==> src/hdl/mlt_pkg.sv <==
`timescale 1ns / 1ps
`default_nettype none

package mlt_pkg;

	// Bits per word on the line, transmitted and received
	localparam int WORD_BITS = 8;
	localparam int BYTE_BITS = 8;

	// Transmit bit counter runs 0..WORD_BITS; receive counter 0..WORD_BITS-1
	localparam int TX_CNT_W = $clog2(WORD_BITS + 1);
	localparam int RX_CNT_W = (WORD_BITS > 1) ? $clog2(WORD_BITS) : 1;

	// Hold register padded with zeros so every counter value selects a bit
	localparam int TX_PAD_W = BYTE_BITS + (2 ** TX_CNT_W);

	typedef struct packed {
		logic                 tx_line;
		logic                 tx_busy;
		logic                 rx_byte_valid;
		logic [BYTE_BITS-1:0] rx_byte;
	} mlt_result_t;

endpackage

`default_nettype wire

==> src/hdl/mlt_tx_enc.sv <==
`timescale 1ns / 1ps
`default_nettype none

module mlt_tx_enc (
	input  wire logic                          clk,
	input  wire logic                          arst_n,
	input  wire logic                          step,
	input  wire logic                          tx_load,
	input  wire logic [mlt_pkg::BYTE_BITS-1:0] tx_data,
	output logic                               tx_line,
	output logic                               tx_busy
);

	logic                         half_q;
	logic                         active_q;
	logic [mlt_pkg::TX_CNT_W-1:0] count_q;
	logic [mlt_pkg::BYTE_BITS-1:0] hold_q;
	logic                         bit_q;

	logic                          load_take;
	logic                          act;
	logic [mlt_pkg::TX_CNT_W-1:0]  cnt;
	logic [mlt_pkg::BYTE_BITS-1:0] hold;
	logic [mlt_pkg::TX_PAD_W-1:0]  hold_pad;
	logic                          bit_n;
	logic                          active_n;
	logic [mlt_pkg::TX_CNT_W-1:0]  count_n;

	always_comb begin
		load_take = tx_load & ~active_q;
		act       = active_q | load_take;
		cnt       = load_take ? '0 : count_q;
		hold      = load_take ? tx_data : hold_q;
		hold_pad  = {{(2 ** mlt_pkg::TX_CNT_W){1'b0}}, hold};
		if (!half_q) begin
			// first half: pick the next bit, or a coded zero while idle
			bit_n    = act ? hold_pad[cnt] : 1'b0;
			count_n  = act ? cnt + 1'b1 : cnt;
			active_n = act;
			tx_line  = bit_n;
		end else begin
			bit_n   = bit_q;
			tx_line = ~bit_q;
			if (cnt >= mlt_pkg::TX_CNT_W'(mlt_pkg::WORD_BITS)) begin
				active_n = 1'b0;
				count_n  = '0;
			end else begin
				active_n = act;
				count_n  = cnt;
			end
		end
		tx_busy = active_n;
	end

	always_ff @(posedge clk or negedge arst_n) begin
		if (!arst_n) begin
			half_q   <= 1'b0;
			active_q <= 1'b0;
			count_q  <= '0;
			hold_q   <= '0;
			bit_q    <= 1'b0;
		end else if (step) begin
			half_q   <= ~half_q;
			active_q <= active_n;
			count_q  <= count_n;
			hold_q   <= hold;
			bit_q    <= bit_n;
		end
	end

endmodule

`default_nettype wire

==> src/hdl/mlt_rx_dec.sv <==
`timescale 1ns / 1ps
`default_nettype none

module mlt_rx_dec (
	input  wire logic                          clk,
	input  wire logic                          arst_n,
	input  wire logic                          step,
	input  wire logic                          rx_level,
	output logic                               rx_byte_valid,
	output logic [mlt_pkg::BYTE_BITS-1:0]      rx_byte
);

	logic                          half_q;
	logic                          late_q;
	logic [mlt_pkg::WORD_BITS-1:0] shift_q;
	logic [mlt_pkg::RX_CNT_W-1:0]  count_q;

	logic                                          have_bit;
	logic [mlt_pkg::WORD_BITS:0]                   shift_tmp;
	logic [mlt_pkg::WORD_BITS-1:0]                 shift_n;
	logic [mlt_pkg::RX_CNT_W-1:0]                  count_n;
	logic [mlt_pkg::WORD_BITS+mlt_pkg::BYTE_BITS-1:0] shift_pad;

	always_comb begin
		// early tick: late sample against this one; equal pairs decode nothing
		have_bit  = ~half_q & (late_q ^ rx_level);
		shift_tmp = {late_q, shift_q};
		shift_n   = have_bit ? shift_tmp[mlt_pkg::WORD_BITS:1] : shift_q;
		shift_pad = {{mlt_pkg::BYTE_BITS{1'b0}}, shift_n};
		rx_byte_valid = have_bit &&
			(count_q == mlt_pkg::RX_CNT_W'(mlt_pkg::WORD_BITS - 1));
		if (!have_bit)
			count_n = count_q;
		else if (rx_byte_valid)
			count_n = '0;
		else
			count_n = count_q + 1'b1;
		rx_byte = rx_byte_valid ? shift_pad[mlt_pkg::BYTE_BITS-1:0] : '0;
	end

	always_ff @(posedge clk or negedge arst_n) begin
		if (!arst_n) begin
			half_q  <= 1'b0;
			late_q  <= 1'b0;
			shift_q <= '0;
			count_q <= '0;
		end else if (step) begin
			half_q  <= ~half_q;
			if (half_q)
				late_q <= rx_level;
			shift_q <= shift_n;
			count_q <= count_n;
		end
	end

endmodule

`default_nettype wire

==> src/hdl/mlt_out_skid.sv <==
`timescale 1ns / 1ps
`default_nettype none

module mlt_out_skid (
	input  wire logic                 clk,
	input  wire logic                 arst_n,
	input  wire logic                 push,
	input  wire mlt_pkg::mlt_result_t push_data,
	output logic                      push_ready,
	output logic                      out_valid,
	input  wire logic                 out_ready,
	output mlt_pkg::mlt_result_t      out_data
);

	logic                 main_valid_q;
	logic                 skid_valid_q;
	mlt_pkg::mlt_result_t main_q;
	mlt_pkg::mlt_result_t skid_q;
	logic                 pop;

	assign pop        = main_valid_q & out_ready;
	assign push_ready = ~skid_valid_q;
	assign out_valid  = main_valid_q;
	assign out_data   = main_q;

	always_ff @(posedge clk or negedge arst_n) begin
		if (!arst_n) begin
			main_valid_q <= 1'b0;
			skid_valid_q <= 1'b0;
		end else if (pop) begin
			if (skid_valid_q) begin
				skid_valid_q <= 1'b0;
			end else begin
				main_valid_q <= push;
			end
		end else if (push) begin
			if (main_valid_q)
				skid_valid_q <= 1'b1;
			else
				main_valid_q <= 1'b1;
		end
	end

	always_ff @(posedge clk) begin
		if (pop) begin
			if (skid_valid_q)
				main_q <= skid_q;
			else if (push)
				main_q <= push_data;
		end else if (push) begin
			if (main_valid_q)
				skid_q <= push_data;
			else
				main_q <= push_data;
		end
	end

endmodule

`default_nettype wire

==> src/hdl/manchester_line_transceiver.sv <==
`timescale 1ns / 1ps
`default_nettype none

// Channel   Handshake               Payload
// -------   ---------------------   -------------------------------------------
// tick in   in_valid / in_ready     rx_level, tx_load, tx_data[7:0]
// result    out_valid / out_ready   tx_line, tx_busy, rx_byte_valid, rx_byte[7:0]
//
// One request per clock while in_ready is high: each accepted tick updates the
// encoder and decoder state at once and its result is registered.
// The output register plus one skid entry let a tick be taken while the
// previous result is still waiting; in_ready drops only when both are full.
// Reset clears all line state: both coders start on a first half-bit, idle.
// Result stalls that fill both entries hold the state; nothing is dropped or repeated.

module manchester_line_transceiver (
	input  wire logic                          clk,
	input  wire logic                          arst_n,
	input  wire logic                          in_valid,
	output logic                               in_ready,
	input  wire logic                          rx_level,
	input  wire logic                          tx_load,
	input  wire logic [mlt_pkg::BYTE_BITS-1:0] tx_data,
	output logic                               out_valid,
	input  wire logic                          out_ready,
	output logic                               tx_line,
	output logic                               tx_busy,
	output logic                               rx_byte_valid,
	output logic [mlt_pkg::BYTE_BITS-1:0]      rx_byte
);

	logic                          step;
	logic                          enc_line;
	logic                          enc_busy;
	logic                          dec_valid;
	logic [mlt_pkg::BYTE_BITS-1:0] dec_byte;
	mlt_pkg::mlt_result_t          result;
	mlt_pkg::mlt_result_t          out_data;

	// advance both coders on every accepted request
	assign step = in_valid & in_ready;

	// transmitter: LSB first, 1 as high-low, 0 as low-high, zeros when idle
	mlt_tx_enc u_tx (
		.clk     (clk),
		.arst_n  (arst_n),
		.step    (step),
		.tx_load (tx_load),
		.tx_data (tx_data),
		.tx_line (enc_line),
		.tx_busy (enc_busy)
	);

	// receiver: pairs half-bits by tick parity since reset
	mlt_rx_dec u_rx (
		.clk           (clk),
		.arst_n        (arst_n),
		.step          (step),
		.rx_level      (rx_level),
		.rx_byte_valid (dec_valid),
		.rx_byte       (dec_byte)
	);

	// gather both halves into one result word
	assign result = {enc_line, enc_busy, dec_valid, dec_byte};

	// hold results until the consumer takes them
	mlt_out_skid u_out (
		.clk        (clk),
		.arst_n     (arst_n),
		.push       (step),
		.push_data  (result),
		.push_ready (in_ready),
		.out_valid  (out_valid),
		.out_ready  (out_ready),
		.out_data   (out_data)
	);

	assign tx_line       = out_data.tx_line;
	assign tx_busy       = out_data.tx_busy;
	assign rx_byte_valid = out_data.rx_byte_valid;
	assign rx_byte       = out_data.rx_byte;

endmodule

`default_nettype wire

==> config.mk <==
export PLATFORM = sky130hd
export DESIGN_NAME = manchester_line_transceiver
export DESIGN_NICKNAME = d
export VERILOG_FILES = /design/src/hdl/mlt_pkg.sv /design/src/hdl/mlt_tx_enc.sv /design/src/hdl/mlt_rx_dec.sv /design/src/hdl/mlt_out_skid.sv /design/src/hdl/manchester_line_transceiver.sv
export SDC_FILE = /design/constraint.sdc
export NUM_CORES = 1
export LEC_CHECK = 0
export BUFFER_PORTS_ARGS = -buffer_cell sky130_fd_sc_hd__buf_4
export CORE_UTILIZATION = 51
export DETAILED_ROUTE_END_ITERATION = 8
export PLACE_DENSITY = 0.74
export SLEW_MARGIN = 30
export SYNTH_ARGS = -nofsm -noshare
export SYNTH_HDL_FRONTEND = slang
export SYNTH_SLANG_ARGS = --single-unit
export TNS_END_PERCENT = 1
==> constraint.sdc <==
create_clock -name clk -period 1.8 [get_ports clk]
set_clock_uncertainty 0.05 [all_clocks]
set_input_delay 0.18 -clock clk [delete_from_list [all_inputs] [get_ports clk]]
set_output_delay 0.18 -clock clk [all_outputs]
set_load 0.02 [all_outputs]
==> Implementation_results.wiki <==
{| class="wikitable"
! Metric !! Value
|-
| Row Count || 24
|-
| Buffering stage count on the worst path with inverters included || 0
|-
| Top-level port count || 27
|-
| Power density over the cells || 1640 nW/µm²
|-
| First-pass iteration count of the detailed router || 4
|-
| Maximum operating frequency || 0.577 GHz
|-
| Core footprint || approximately 4300 µm²
|-
| Number of setup violations in the final report || 0
|-
| Maximum number of pins on one net before global-route repair || 30
|-
| Top flip-flop cell by instance count after synthesis || sky130_fd_sc_hd__dfrtp_1
|-
| Setup TNS || 0 ns
|-
| Least setup slack across all paths after layout || 0.0669 ns
|-
| Detailed placement HPWL || 2.76 mm
|-
| Yosys warnings || 0
|-
| Top cells by area, synth || sky130_fd_sc_hd__dfrtp_1 32%, sky130_fd_sc_hd__edfxtp_1 29%, sky130_fd_sc_hd__mux2_2 14%, sky130_fd_sc_hd__o21ai_0 2.0%, sky130_fd_sc_hd__nand2_1 2.0%
|-
| Tot Pwr || 4.35 mW
|-
| TritonCTS clock tree || yes
|-
| Highest-count cells in the layout ignoring fill and taps || 33 x sky130_fd_sc_hd__buf_4, 29 x sky130_fd_sc_hd__dfrtp_1, 28 x sky130_fd_sc_hd__mux2_2
|-
| Sequential share of the synthesized area || 0.605
|-
| Minimum setup slack after placement || approximately 0.042 ns
|-
| Maximum fanout along the worst path || 10
|-
| Flip-flop and latch count after synthesis || 51
|-
| Effective utilization at floorplan || 0.530
|-
| Largest buffer count on any clock path || 2
|-
| Syn_area_per_cell || 13.1 µm²
|-
| Number of antenna violations at the first check in global routing || 0
|-
| Type of element capturing the critical path || flip-flop
|-
| Die Footprint || 4760 µm²
|-
| Area overhead of the layout relative to synthesis || 16.2%
|-
| Die Width || 69.0 µm
|-
| Clock transition time at the flip-flop clock pins of the worst setup and hold paths || 0.10 ns
|-
| ANT cells || 0
|-
| EDFF count, synth || 22
|-
| Share of the clock period used by the worst path || 0.963
|-
| Cell taking the most area after synthesis || sky130_fd_sc_hd__dfrtp_1
|-
| CP required || 1.82 ns
|-
| Worst vdd ir || 892 µV
|-
| Number of global-route vias before repair || 1480
|-
| Maxcap violations || 0
|-
| HP Class || in -> reg
|-
| Static leakage || around 1.1 nW
|-
| Cts bufs inserted || 5
|-
| Kind of cell adding the most delay to the critical path || adder cells
|-
| Pin slew with the least headroom to its limit || 0.543 ns
|-
| Total global routing track utilization || 0.177
|-
| Final critical path time including I/O delays and setup || roughly 1.7 ns
|-
| Most common library cell in the layout ignoring fill and taps || sky130_fd_sc_hd__buf_4
|-
| Count of distinct cell types in the synthesized netlist || 35
|-
| Post-placement cell count || 251
|-
| Layout Utilization || 0.615
|-
| Per-cell via count in the routed design || 5.50
|-
| Via count || 1430
|-
| Drt wl/cell || 14.8 µm
|-
| Global route total overflow || 0
|-
| Data arrival at the endpoint of the critical path || 1.75 ns
|-
| Hold Vio Cnt, Final || 0
|-
| Outcome || completed
|-
| Level count of the clock H-tree || 2
|-
| Antenna Nets Post-Route || 0
|-
| First-pass GRT wire length || 6.71 mm
|-
| Post-Syn Nets || ~190
|-
| Gate Count Post-Synth || 175
|-
| Critical setup path kind || reg -> reg
|-
| Slowest cell on the critical path || sky130_fd_sc_hd__dfrtp_1
|-
| Non-filler instance count after layout || 260
|-
| CP Launch Type || flip-flop
|-
| Max_slew headroom || 0.638
|-
| Cell breakdown of the critical path || ha_1 > ha_2 > nor3b_4 > and2_2 > mux2_2
|-
| Total standard cell area after synthesis || 2290 µm²
|-
| Slowest cell delay on critical path || ~0.40 ns
|-
| Remaining design rule violation count || 0
|-
| Yosys top cell area share || 0.317
|-
| Number of nets in the final layout || 223
|-
| Clock network latency to the later pin of the worst-skew pair || 0.31 ns
|-
| # port buffers || 26
|-
| Root buf cell || sky130_fd_sc_hd__clkbuf_8
|-
| Async SR Flop Fraction || 0.569
|-
| Share of post-route cells with drive strength above 1 || 0.365
|-
| DRT Wirelength || 3.85 mm
|-
| RD Place Congestion || 0.879
|-
| Number of max-slew violations in the final report || 0
|-
| CTS Sinks || between 50 and 60
|-
| Height of the chip || 69.0 µm
|-
| Drt initial violations || roughly 100
|}
## per-layer routing
metal,share of wire,routed length (µm),up-vias,GRT usage
li1,-,-,684,-
met2,0.48,1840,33,0.278
met5,0,0,-,0
met1,0.46,1780,709,0.237
met4,0.010,40,0,0.0748
met3,0.048,183,4,0.0424
## report_power, final
part | leakage, nW | total [mW] | switching [mW] | internal, mW
Clock | 0.0408 | 0.672 | 0.394 | 0.278
Combinational | 0.517 | 1.59 | 0.789 | 0.799
Sequential | 0.566 | 2.10 | 0.366 | 1.73
## cell usage after synthesis (2+ instances only)
library cell / instances
sky130_fd_sc_hd__nor2b_1: 5
sky130_fd_sc_hd__mux2i_1: 4
sky130_fd_sc_hd__nand2_1: 12
sky130_fd_sc_hd__a21oi_1: 7
sky130_fd_sc_hd__xnor2_1: 2
sky130_fd_sc_hd__ha_1: 2
sky130_fd_sc_hd__buf_4: 2
sky130_fd_sc_hd__mux2_2: 28
sky130_fd_sc_hd__edfxtp_1: 22
sky130_fd_sc_hd__a31oi_1: 4
sky130_fd_sc_hd__buf_2: 2
sky130_fd_sc_hd__a21o_1: 2
sky130_fd_sc_hd__nand3_1: 3
sky130_fd_sc_hd__nand2b_1: 3
sky130_fd_sc_hd__nor2_1: 7
sky130_fd_sc_hd__and3_1: 2
sky130_fd_sc_hd__inv_1: 4
sky130_fd_sc_hd__nor3_1: 2
sky130_fd_sc_hd__clkbuf_1: 4
sky130_fd_sc_hd__o21ai_0: 9
sky130_fd_sc_hd__dfrtp_1: 29
sky130_fd_sc_hd__and2_1: 7
## stage by stage
| stage | hold WS [ns] | area, µm² |
|---|---|---|
| 2_1_floorplan | -0.166 | 2290 |
| 3_3_place_gp | 0.0638 | 2560 |
| 3_5_place_dp | 0.0704 | 2560 |
| 4_1_cts | 0.0107 | 2660 |
| 5_1_grt | 0.00659 | 2660 |
| 6_report | 0.00278 | 2660 |
## worst register-to-register path, cell delays in order (launching register included)
cell and delay (ns):
sky130_fd_sc_hd__dfrtp_1 0.40, sky130_fd_sc_hd__ha_1 0.22, sky130_fd_sc_hd__ha_2 0.19, sky130_fd_sc_hd__nor3b_4 0.18, sky130_fd_sc_hd__and2_2 0.21, sky130_fd_sc_hd__mux2_2 0.25
## area by class of cell
class,instances,area (µm²)
clock buffers,5,68.8
fillers,353,1660
flip-flops and latches,51,1390
inverters,4,15.0
clock inverters,3,23.8
well taps,52,65.1
repair buffers,34,258
multi-input cells,111,845
## final timing paths
check	start	endpoint	slack, ns	cells after the start
worst max-delay path	u_rx.count_q[0]	u_out.out_data[7]	0.07	5
worst min-delay path	out_ready	u_out.skid_valid_q	0.003	2
worst max register to register	u_rx.count_q[0]	u_out.out_data[7]	0.07	5
worst min register to register	u_rx.shift_q[1]	u_rx.shift_q[1]	0.46	1
max in group asynchronous	arst_n	u_rx.half_q	1.16	2
min in group asynchronous	arst_n	u_tx.count_q[0]	0.26	2
## flip-flops by register name, summed over array words and instances, names as in the netlist, 3 cells and up
| name | count |
|---|---|
| u_out.skid_q | 11 |
| u_tx.count_q | 4 |
| u_rx.shift_q | 7 |
| u_tx.hold_q | 8 |
| u_rx.count_q | 3 |
| u_out.out_data | 11 |
## what timing repair did
action / 4_1_cts / 5_1_grt
buffers inserted: 0 / 0
hold buffers: 1 / 0
hold endpoints to repair: 29 / 0
endpoints found under the setup margin: 0 / 7
gates resized for setup: 0 / 1
## logic make-up (layout without fill, tap and decap cells)
group,count (synthesis),in the layout,share of synthesized area
DFF,51,51,0.605
muxes,32,32,0.155
adders and majority gates,2,2,0.0109
and+or+nand+nor,47,47,0.115
xor gates and xnor gates,3,3,0.0147
AOI/OAI and AO/OA,27,27,0.0699
buffers and inverters,13,46,0.0289
Note: power is estimated with default switching activity, not from simulation.
